## src/sv/rba_pkg.sv

```systemverilog
`timescale 1ns / 1ps
`default_nettype none
package rba_pkg;
  localparam int POOL_SIZE_DEF    = 64;
  localparam int HASH_ENTRIES_DEF = 64;
  localparam int COUNT_BITS_DEF   = 8;

  localparam logic [2:0] ACT_ALLOC      = 3'd0;
  localparam logic [2:0] ACT_ALLOC_HASH = 3'd1;
  localparam logic [2:0] ACT_REUSE      = 3'd2;
  localparam logic [2:0] ACT_RELEASE    = 3'd3;
  localparam logic [2:0] ACT_SHARE      = 3'd4;

  localparam logic [1:0] ST_OK        = 2'd0;
  localparam logic [1:0] ST_NO_FREE   = 2'd1;
  localparam logic [1:0] ST_TBL_FULL  = 2'd2;

  typedef struct packed {
    logic [2:0]  action;
    logic [5:0]  block_id;
    logic [63:0] content_hash;
  } req_t;

  typedef struct packed {
    logic [5:0] granted_block;
    logic       hit;
    logic [1:0] status;
    logic [6:0] zero_ref_blocks;
  } rsp_t;

  // Result of a hash table search, handed from the search unit to the sequencer
  typedef struct packed {
    logic found;     // key matched a valid slot
    logic has_free;  // at least one invalid slot seen
  } srch_t;
endpackage
`default_nettype wire

```

## src/sv/rba_pool.sv

```systemverilog
`timescale 1ns / 1ps
`default_nettype none
// Block pool: reference counts, free stack and zero count.
// Reclaim scans counts from the top index down, a read then a check per block.
// After reset a clearing pass zeroes the counts and refills the stack; idle
// stays low meanwhile.
module rba_pool #(
  parameter int POOL_SIZE  = rba_pkg::POOL_SIZE_DEF,
  parameter int COUNT_BITS = rba_pkg::COUNT_BITS_DEF,
  parameter int BW = $clog2(POOL_SIZE),
  parameter int TW = $clog2(POOL_SIZE + 1)
) (
  input  wire logic          clk,
  input  wire logic          rst,
  input  wire logic          alloc,     // start an allocation
  input  wire logic          incr,      // add a reference to blk
  input  wire logic          decr,      // drop a reference of blk
  input  wire logic [BW-1:0] blk,
  output logic               idle,      // ready for a new operation
  output logic               done,      // operation finished
  output logic               ok,        // allocation granted
  output logic [BW-1:0]      granted,
  output logic [TW-1:0]      zero_count
);
  localparam logic [COUNT_BITS-1:0] CMAX = '1;
  localparam logic [2:0] S_IDLE = 3'd0, S_SCAN = 3'd1, S_POP = 3'd2,
                         S_RDC = 3'd3, S_UPD = 3'd4, S_CNT = 3'd5,
                         S_PRE = 3'd6, S_INIT = 3'd7;

  logic [COUNT_BITS-1:0] cnt [POOL_SIZE];
  logic [BW-1:0]         stk [POOL_SIZE];
  logic [2:0]            state;
  logic [TW-1:0]         top;
  logic [TW-1:0]         sidx;       // scan position + 1, clear index in init
  logic [BW-1:0]         sblk;
  logic [COUNT_BITS-1:0] rd_cnt;
  logic [BW-1:0]         rd_stk;
  logic                  is_incr;
  logic [BW-1:0]         cur;

  assign sblk = BW'(sidx - 1'b1);
  assign idle = (state == S_IDLE);

  // Count memory: one read and one write port
  always_ff @(posedge clk) begin
    unique case (state)
      S_SCAN:  rd_cnt <= cnt[sblk];
      default: rd_cnt <= cnt[cur];
    endcase
    rd_stk <= stk[BW'(top - 1'b1)];
  end

  always_ff @(posedge clk) begin
    if (rst) begin
      state      <= S_INIT;
      done       <= 1'b0;
      top        <= TW'(POOL_SIZE);
      zero_count <= TW'(POOL_SIZE);
      sidx       <= '0;
      ok         <= 1'b0;
    end else begin
      done <= 1'b0;
      unique case (state)
        S_INIT: begin
          sidx <= sidx + 1'b1;
          if (sidx == TW'(POOL_SIZE - 1)) state <= S_IDLE;
        end
        S_IDLE: begin
          if (alloc) begin
            ok <= 1'b0;
            if (top == '0) begin
              sidx  <= TW'(POOL_SIZE);
              state <= S_SCAN;
            end else begin
              state <= S_POP;
            end
          end else if (incr || decr) begin
            ok      <= 1'b0;
            cur     <= blk;
            is_incr <= incr;
            state   <= S_RDC;
          end
        end
        // read issued at sidx-1 in this cycle; evaluated next cycle
        S_SCAN: begin
          cur   <= sblk;
          state <= S_CNT;
        end
        S_CNT: begin
          if (rd_cnt == '0) begin
            top <= top + 1'b1;
          end
          if (sidx == TW'(1)) begin
            state <= (top == '0 && rd_cnt != '0) ? S_IDLE : S_PRE;
            done  <= (top == '0 && rd_cnt != '0);
          end else begin
            sidx  <= sidx - 1'b1;
            state <= S_SCAN;
          end
        end
        // stack top is read again after the last push
        S_PRE: begin
          state <= S_POP;
        end
        S_POP: begin
          // rd_stk holds stack top (read last cycle with current top)
          state <= S_RDC;
          top   <= top - 1'b1;
          cur   <= rd_stk;
          is_incr <= 1'b0;
          ok    <= 1'b1;
          granted <= rd_stk;
        end
        S_RDC: begin
          state <= S_UPD;
        end
        default: begin // S_UPD: rd_cnt holds count of cur
          state <= S_IDLE;
          done  <= 1'b1;
          if (ok) begin
            if (rd_cnt == '0) zero_count <= zero_count - 1'b1;
          end else if (is_incr) begin
            if (rd_cnt == '0) zero_count <= zero_count - 1'b1;
          end else if (rd_cnt == COUNT_BITS'(1)) begin
            zero_count <= zero_count + 1'b1;
          end
        end
      endcase
    end
  end

  // Memory writes: clearing pass, stack push in scan, count update
  always_ff @(posedge clk) begin
    if (state == S_INIT) begin
      cnt[sidx[BW-1:0]] <= '0;
      stk[sidx[BW-1:0]] <= sidx[BW-1:0];
    end
    if (state == S_CNT && rd_cnt == '0) begin
      stk[top[BW-1:0]] <= cur;
    end
    if (state == S_UPD) begin
      if (ok) begin
        cnt[cur] <= COUNT_BITS'(1);
      end else if (is_incr) begin
        if (rd_cnt != CMAX) cnt[cur] <= rd_cnt + 1'b1;
      end else if (rd_cnt != '0) begin
        cnt[cur] <= rd_cnt - 1'b1;
      end
    end
  end

`ifndef SYNTHESIS
  a_top_range: assert property (@(posedge clk) disable iff (rst)
    top <= TW'(POOL_SIZE)) else $error("free stack overflow");
  a_zero_range: assert property (@(posedge clk) disable iff (rst)
    zero_count <= TW'(POOL_SIZE)) else $error("zero count overflow");
  a_pop_nonempty: assert property (@(posedge clk) disable iff (rst)
    state == S_POP |-> top != '0) else $error("pop from empty stack");
`endif
endmodule
`default_nettype wire

```

## config.mk

```make
export PLATFORM = sky130hd
export DESIGN_NAME = rba_pool
export DESIGN_NICKNAME = d
export VERILOG_FILES = /design/src/sv/rba_pkg.sv /design/src/sv/rba_pool.sv
export SDC_FILE = /design/constraint.sdc
export NUM_CORES = 1
export LEC_CHECK = 0
export BUFFER_PORTS_ARGS = -buffer_cell sky130_fd_sc_hd__buf_4
export CORE_UTILIZATION = 59
export CTS_BUF_LIST = sky130_fd_sc_hd__clkbuf_8
export DETAILED_ROUTE_END_ITERATION = 6
export HOLD_SLACK_MARGIN = 0.02
export PLACE_DENSITY_LB_ADDON = 0.05
export RECOVER_POWER = 100
export SLEW_MARGIN = 20
export SYNTH_ARGS = -nofsm -noshare
export SYNTH_HDL_FRONTEND = slang
export SYNTH_SLANG_ARGS = --single-unit
```

## constraint.sdc

```tcl
create_clock -name clk -period 4.7 [get_ports clk]
set_input_delay 1.41 -clock clk [delete_from_list [all_inputs] [get_ports clk]]
set_output_delay 1.41 -clock clk [all_outputs]
set_load 0.01 [all_outputs]
```

==> results of run 1 <==
==> logic make-up (layout without fill, tap and decap cells) <==
| family | count (synthesis) | in the layout | synth area share, % |
|---|---|---|---|
| other cells | 0 | 6 | 0 |
| buf+inv | 184 | 404 | 1.82 |
| xor+xnor | 22 | 22 | 0.452 |
| compound gates | 289 | 289 | 4.82 |
| fa+ha+maj | 11 | 11 | 0.323 |
| simple gates | 503 | 503 | 5.31 |
| flops | 955 | 955 | 66.2 |
| mux | 419 | 419 | 21.1 |
==> critical path: cells and delay by family (launching register included) <==
family	cells	cell delay, ps
DFF	1	470
buffers and inverters	2	950
and+or+nand+nor	2	1000
AOI/OAI and AO/OA	1	1310
==> sequential cells by signal (all words and copies together) (netlist names), named ones only <==
signal	flops
ok	1
is_incr	1
state	3
granted	6
cur	6
top	7
sidx	7
done	1
rd_cnt	8
cnt	512
zero_count	7
rd_stk	6
stk	384
==> final cells by class <==
| class | count | share of cell area (%) |
|---|---|---|
| clock inverter | 118 | 1.24 |
| timing repair buffer | 112 | 1.89 |
| clock buffer | 158 | 4.64 |
| sequential | 955 | 60.2 |
| inverter | 16 | 0.128 |
| tap | 950 | 2.53 |
| multi-input combinational | 1244 | 29.3 |
| antenna | 6 | 0.0320 |
==> placed cells by master, fill, tap and decap left out, types with 5 or more instances in the layout <==
cell type,netlist,layout
edfxtp_1,909,909
mux4_2,383,383
nor2_1,209,208
clkbuf_8,0,158
nand2_1,129,128
a22oi_1,90,90
inv_1,16,71
buf_4,3,52
a21oi_1,52,50
dfxtp_1,46,42
clkbuf_1,103,40
nand3_1,39,39
clkinv_1,0,36
nor3_1,28,28
mux2i_1,28,28
a31oi_1,21,21
nand2b_1,19,19
o22ai_1,18,17
a32oi_1,17,17
buf_12,0,15
xnor2_1,17,14
clkinv_2,0,14
o21ai_0,16,13
a211oi_1,12,12
nand4_1,11,11
and2_1,14,11
nor2b_1,12,10
a221oi_1,10,10
nor4_1,8,9
ha_1,11,9
a311o_1,8,8
mux2_2,8,7
diode_2,0,6
and3_1,6,6
a21o_1,6,6
or3_1,5,5
xor2_1,5,5
nand3b_1,5,5
a2bb2oi_1,5,5
==> metal layers <==
layer | track usage [%] | up-vias
met5 | 0 | -
met4 | 9.66 | 6
met3 | 9.33 | 225
met2 | 46.5 | 1744
met1 | 47.1 | 13000
li1 | - | 10100
==> stage by stage <==
step / std cells / utilization (%)
global route: 3557 / 65.6
global placement: 3274 / 62.0
floorplan: 2383 / -
detailed placement: 3274 / 62.0
finish: 3559 / 65.6
CTS: 3550 / 65.9
==> power by group through the flow <==
stage | Sequential, uW | Combinational (uW) | Clock, uW
2_1_floorplan | 9460 | 553 | 0
3_3_place_gp | 9460 | 850 | 0
3_5_place_dp | 9460 | 862 | 0
4_1_cts | 9290 | 863 | 6600
5_1_grt | 9290 | 900 | 6960
6_report | 9290 | 870 | 6520
==> worst max path at each step <==
stage                   start         end  slack [ps]  depth (start not counted)
CTS                 rd_cnt[0]  cnt[18][1]        1090                          7
finish              rd_cnt[7]  stk[52][0]         630                          5
floorplan           rd_cnt[5]   stk[0][0]         -20                          6
global placement    rd_cnt[0]  cnt[11][1]        1120                          7
detailed placement  rd_cnt[0]  cnt[18][5]        1050                          7
global route        rd_cnt[7]  stk[63][0]         510                          5
==> out/results.txt, run 1 <==
Worst Path Required -> 5200 ps
Total Power -> 16700 uW
core area -> 71500 um2
Die Y -> 271 um
setup ws final -> 629 ps
max incr delay on CP -> 1310 ps
Crit Path Category -> flip-flop to flip-flop
Reg2Reg Capture Point -> stk[52][0]
GPL Wtd Cong -> 0.925
Critical Path AT -> 4570 ps
Synth area leader -> edfxtp_1
grt ovf -> 0
violated checks -> design-rule violations, max-capacitance violations, max-slew violations
top area cells in the synthesized netlist -> edfxtp_1, mux4_2, dfxtp_1
syn avg cell area -> 17.9 um2
wire per inst -> 32.2 um
register area -> 28200 um2
top layer in use -> met5
WL met3 -> 14800 um
Mapped Area -> 42600 um2
Internal Power -> 12800 uW
drt pass-1 iters -> 7
Synth top area share -> 64.0%
CTS clk-pin slew, worst paths -> 60 ps
Syn-to-layout area delta -> 9.98%
slowest CP cell -> o21ai_0
syn nets -> 2405
PortBufs -> 26
vias in the first global route -> 24800
CP startpoint kind -> flip-flop
cell area power density -> 356 nW/um2
sw frac -> 23.1%
cell area after layout -> 46900 um2
nets@finish -> 2505
Metal-1 WL -> 45200 um
Initial Util -> 59.6%
Synth Flop Type -> edfxtp_1
cell depth of the worst flop-to-flop path -> 5
post-DR vias/cell -> 7.04
Max Cap Violations -> 2
CP cell instances -> nor4_1 > nand4_1 > buf_4 > o21ai_0 > buf_4
Leak -> 0.0147 uW
Final ANT Viol Nets -> 0
Resize count post-CTS -> 0
Crit Path Max Fanout -> 52
status -> finished, violations left
Achievable Freq -> 0.246 GHz
Final Setup Violations -> 0
number of top-level pins -> 27
Syn Inst Count -> 2383
synth warn -> 0
fillcell total -> 4838
area of the multi-input gates -> 13700 um2
aggregate negative setup slack -> 0 ps
critical path capture point type -> flip-flop
Detail Placement HPWL -> 73800 um
GRT Resource Usage Total -> 31.9%
# clock sinks -> 955
tightest hold margin -> 509 ps
Rows -> 98
logic gate share of total power -> 5.2%
Hold Buf Count CTS -> 0
Hold Path Stages -> 2
fraction of layout cells with a size suffix above 1 -> 25.9%
met2 routed WL -> 51600 um
maximum VDD drop -> 0.292 mV
share of total power in the clock network -> 39.1%
largest net degree at the start of global routing -> 105
RSZ-0062 raised after global routing -> no
FF+latch count, synth -> 955
worst slew pin tran -> 1700 ps
Post-CTS Setup Inserts -> 0
drt initial violations -> 3481
CTS tree -> yes
min cycle time layout -> 4070 ps
Worst Skew -> 39.1 ps
DRC viols -> 3
slew margin rel. -> -14.7%
Die ar. -> 73300 um2
Place WS -> 1050 ps
Post-synth top cells -> edfxtp_1, mux4_2, nor2_1, nand2_1, clkbuf_1
post-synthesis sequential area ratio -> 66.2%
register share of total power -> 55.7%
global-route wire length before repair -> 168000 um
Clk Latency, worst-skew pair -> 800 ps
Area after DPL -> 44400 um2
Via Count -> 25100
EDFF count, synth -> 909
WL final -> 115000 um
Final Hold Fails -> 0
WHS Endpoint -> zero_count[6]
final slew viol count -> 49
Synth cell types -> 65
worst min-delay path category -> flip-flop to flip-flop
Reg2Reg Setup Slack -> 630 ps
H-Tree Depth -> 4
number of buffers created by CTS -> 154
crit share post-route -> 86.6%
initial antenna violation count -> 6
CTS max path bufs -> 3
Worst R2R Start -> rd_cnt[7]
CTS root buffer -> clkbuf_8
async set or reset register ratio after synthesis -> 0%
total net switching power -> 3860 uW
Die W -> 271 um
Worst Hold Launch -> zero_count[6]
most used cell along the critical path -> buf_4
most numerous cell in the Yosys netlist -> edfxtp_1
No activity file was read; power rests on OpenSTA's default activity.
==> inputs of run 2 (changes only) <==
--- a/config.mk
+++ b/config.mk
@@ -6,12 +6,14 @@
 export NUM_CORES = 1
 export LEC_CHECK = 0
 export BUFFER_PORTS_ARGS = -buffer_cell sky130_fd_sc_hd__buf_4
-export CORE_UTILIZATION = 59
+export CORE_ASPECT_RATIO = 1.25
+export CORE_UTILIZATION = 65
 export CTS_BUF_LIST = sky130_fd_sc_hd__clkbuf_8
 export DETAILED_ROUTE_END_ITERATION = 6
 export HOLD_SLACK_MARGIN = 0.02
 export PLACE_DENSITY_LB_ADDON = 0.05
 export RECOVER_POWER = 100
+export SETUP_SLACK_MARGIN = 0.4
 export SLEW_MARGIN = 20
 export SYNTH_ARGS = -nofsm -noshare
 export SYNTH_HDL_FRONTEND = slang
==> constraint.sdc (replaced) <==
create_clock -name clk -period 4 [get_ports clk]
set_input_delay 1.2 -clock clk [delete_from_list [all_inputs] [get_ports clk]]
set_output_delay 1.2 -clock clk [all_outputs]
set_load 0.01 [all_outputs]
==> out/results.txt, run 2 (same netlist as run 1, synthesis figures left out) <==
vias in the first global route -> 24900 (was 24800)
Syn-to-layout area delta -> 9.70% (was 9.98%)
max incr delay on CP -> 640 ps (was 1310 ps)
number of top-level pins -> 27 (unchanged)
# clock sinks -> 955 (unchanged)
setup ws final -> 260 ps (was 629 ps)
drt initial violations -> 3096 (was 3481)
Die Y -> 288 um (was 271 um)
wire per inst -> 33.1 um (was 32.2 um)
Final Hold Fails -> 0 (unchanged)
Worst Hold Launch -> rd_stk[4] (was zero_count[6])
Hold Buf Count CTS -> 0 (unchanged)
GPL Wtd Cong -> 0.968 (was 0.925)
H-Tree Depth -> 4 (unchanged)
Worst Path Required -> 4440 ps (was 5200 ps)
critical path capture point type -> flip-flop (unchanged)
RSZ-0062 raised after global routing -> yes (was no)
min cycle time layout -> 3740 ps (was 4070 ps)
Place WS -> 322 ps (was 1050 ps)
Cells after DPL -> 3166 (was 3274)
GRT Resource Usage Total -> 35.3% (was 31.9%)
Die W -> 231 um (was 271 um)
Rows -> 104 (was 98)
WL final -> 114000 um (was 115000 um)
Leak -> 0.0146 uW (was 0.0147 uW)
Max Cap Violations -> 2 (unchanged)
Final Setup Violations -> 0 (unchanged)
maximum VDD drop -> 0.420 mV (was 0.292 mV)
crit share post-route -> 93.5% (was 86.6%)
Initial Util -> 65.9% (was 59.6%)
nets@finish -> 2488 (was 2505)
cell depth of the worst flop-to-flop path -> 8 (was 5)
status -> finished, violations left (unchanged)
Area after DPL -> 44200 um2 (was 44400 um2)
Die ar. -> 66600 um2 (was 73300 um2)
worst min-delay path category -> flip-flop to flip-flop (unchanged)
Worst R2R Start -> rd_cnt[0] (was rd_cnt[7])
CP startpoint kind -> flip-flop (unchanged)
core area -> 64700 um2 (was 71500 um2)
Via Count -> 24600 (was 25100)
largest net degree at the start of global routing -> 105 (unchanged)
Hold Path Stages -> 0 (was 2)
slowest CP cell -> a31oi_1 (was o21ai_0)
WHS Endpoint -> granted[4] (was zero_count[6])
CP cell instances -> ha_1 > nand3_1 > o31a_1 > o311ai_4 > buf_4 > nor4_1 > a31oi_1 > nor2_1 (was nor4_1 > nand4_1 > buf_4 > o21ai_0 > buf_4)
CTS tree -> yes (unchanged)
CTS max path bufs -> 3 (unchanged)
most frequent cells in the layout -> edfxtp_1, mux4_2, nor2_1 (unchanged)
violated checks -> max-capacitance violations, max-slew violations (was design-rule violations, max-capacitance violations, max-slew violations)
DRC viols -> 0 (was 3)
max reg flops -> 512 (unchanged)
Reg2Reg Setup Slack -> 260 ps (was 630 ps)
Critical Path AT -> 4180 ps (was 4570 ps)
Crit Path Category -> flip-flop to flip-flop (unchanged)
Achievable Freq -> 0.267 GHz (was 0.246 GHz)
drt pass-1 iters -> 7 (unchanged)
CTS clk-pin slew, worst paths -> 70 ps (was 60 ps)
Worst Skew -> 33.7 ps (was 39.1 ps)
Reg2Reg Capture Point -> cnt[49][1] (was stk[52][0])
most common cell after layout, fill and taps aside -> edfxtp_1 (unchanged)
cell area after layout -> 46800 um2 (was 46900 um2)
Final ANT Viol Nets -> 0 (unchanged)
global-route wire length before repair -> 166000 um (was 168000 um)
CTS root buffer -> clkbuf_8 (unchanged)
Crit Path Max Fanout -> 16 (was 52)
PortBufs -> 26 (unchanged)
Detail Placement HPWL -> 74600 um (was 73800 um)
Post-CTS Setup Inserts -> 0 (unchanged)
post-DR vias/cell -> 7.18 (was 7.04)
worst slew pin tran -> 1890 ps (was 1700 ps)
initial antenna violation count -> 3 (was 6)
fraction of layout cells with a size suffix above 1 -> 26.9% (was 25.9%)
grt ovf -> 0 (unchanged)
Layout Cells excl Fill -> 3427 (was 3559)
slew margin rel. -> -26.2% (was -14.7%)
final slew viol count -> 130 (was 49)
Clk Latency, worst-skew pair -> 800 ps (about the same)
cell area power density -> 421 nW/um2 (was 356 nW/um2)
register with the most flip-flops -> cnt (unchanged)
final cell utilization of the core -> 72.3% (was 65.6%)
number of buffers created by CTS -> 144 (was 154)
-- run 2: cell count changes in the layout (fill, tap and decap cells not counted), sizes merged --
| cell | change |
|---|---|
| inv | -19 |
| diode | -4 |
| clkbuf | -15 |
| buf | -1 |
| clkinv | +3 |
| bufinv | +6 |
-- run 2: repair_timing --
item,4_1_cts,5_1_grt
cloned,0,0
endpoints found under the hold margin,0,0
endpoints found under the setup margin,124,434
gates resized for setup,13,36
pin swaps,0,1
-- run 2: critical path: cells and delay by family, from the launching register on --
kind | cells | cell delay (ps)
adder cells (fa/ha/maj) | 1 | 240
AND/OR/NAND/NOR | 3 | 700
AO/OA/AOI/OAI | 3 | 1630
flip-flops | 1 | 450
buffers and inverters | 1 | 350
-- run 2: per-stage QoR --
stage               power [uW]  hold WS, ps  setup TNS, ps
floorplan                11800          403        -109600
global placement         12100          453              0
detailed placement       12200          442              0
CTS                      19800          479              0
global route             20200          492              0
finish                   19700          479              0
-- run 2: layout make-up --
cell class                 instances  area (um2)
tap                              848        1060
clock inverter                   108         699
antenna                            2        5.00
fill                            3966       17900
sequential                       955       28200
clock buffer                     149        2050
inverter                          16        60.1
timing repair buffer             105         831
multi-input combinational       1244       13800
-- run 2: power by group --
part           total (uW)  internal (uW)  switching [uW]
combinational        1060            379             682
clock                7740           4000            3750
sequential          10900          10900            20.1
-- run 2: worst max path at each step --
stage	slack, ps	endpoint	start	cells past startpoint
after floorplan	-470	stk[0][1]	rd_cnt[0]	7
after global placement	320	cnt[24][0]	rd_cnt[0]	8
after detailed placement	320	cnt[24][0]	rd_cnt[0]	8
after CTS	330	cnt[52][4]	rd_cnt[0]	8
after global routing	140	cnt[50][6]	rd_cnt[0]	7
final	260	cnt[49][1]	rd_cnt[0]	8
-- run 2: routing by layer --
metal	up-vias	share of wire (%)	global-route usage, %
met5	-	0.011	0
met4	2	6.1	19.3
met3	359	9.3	7.59
met2	1547	50	57.7
met1	12600	34	44.8
li1	10100	-	-
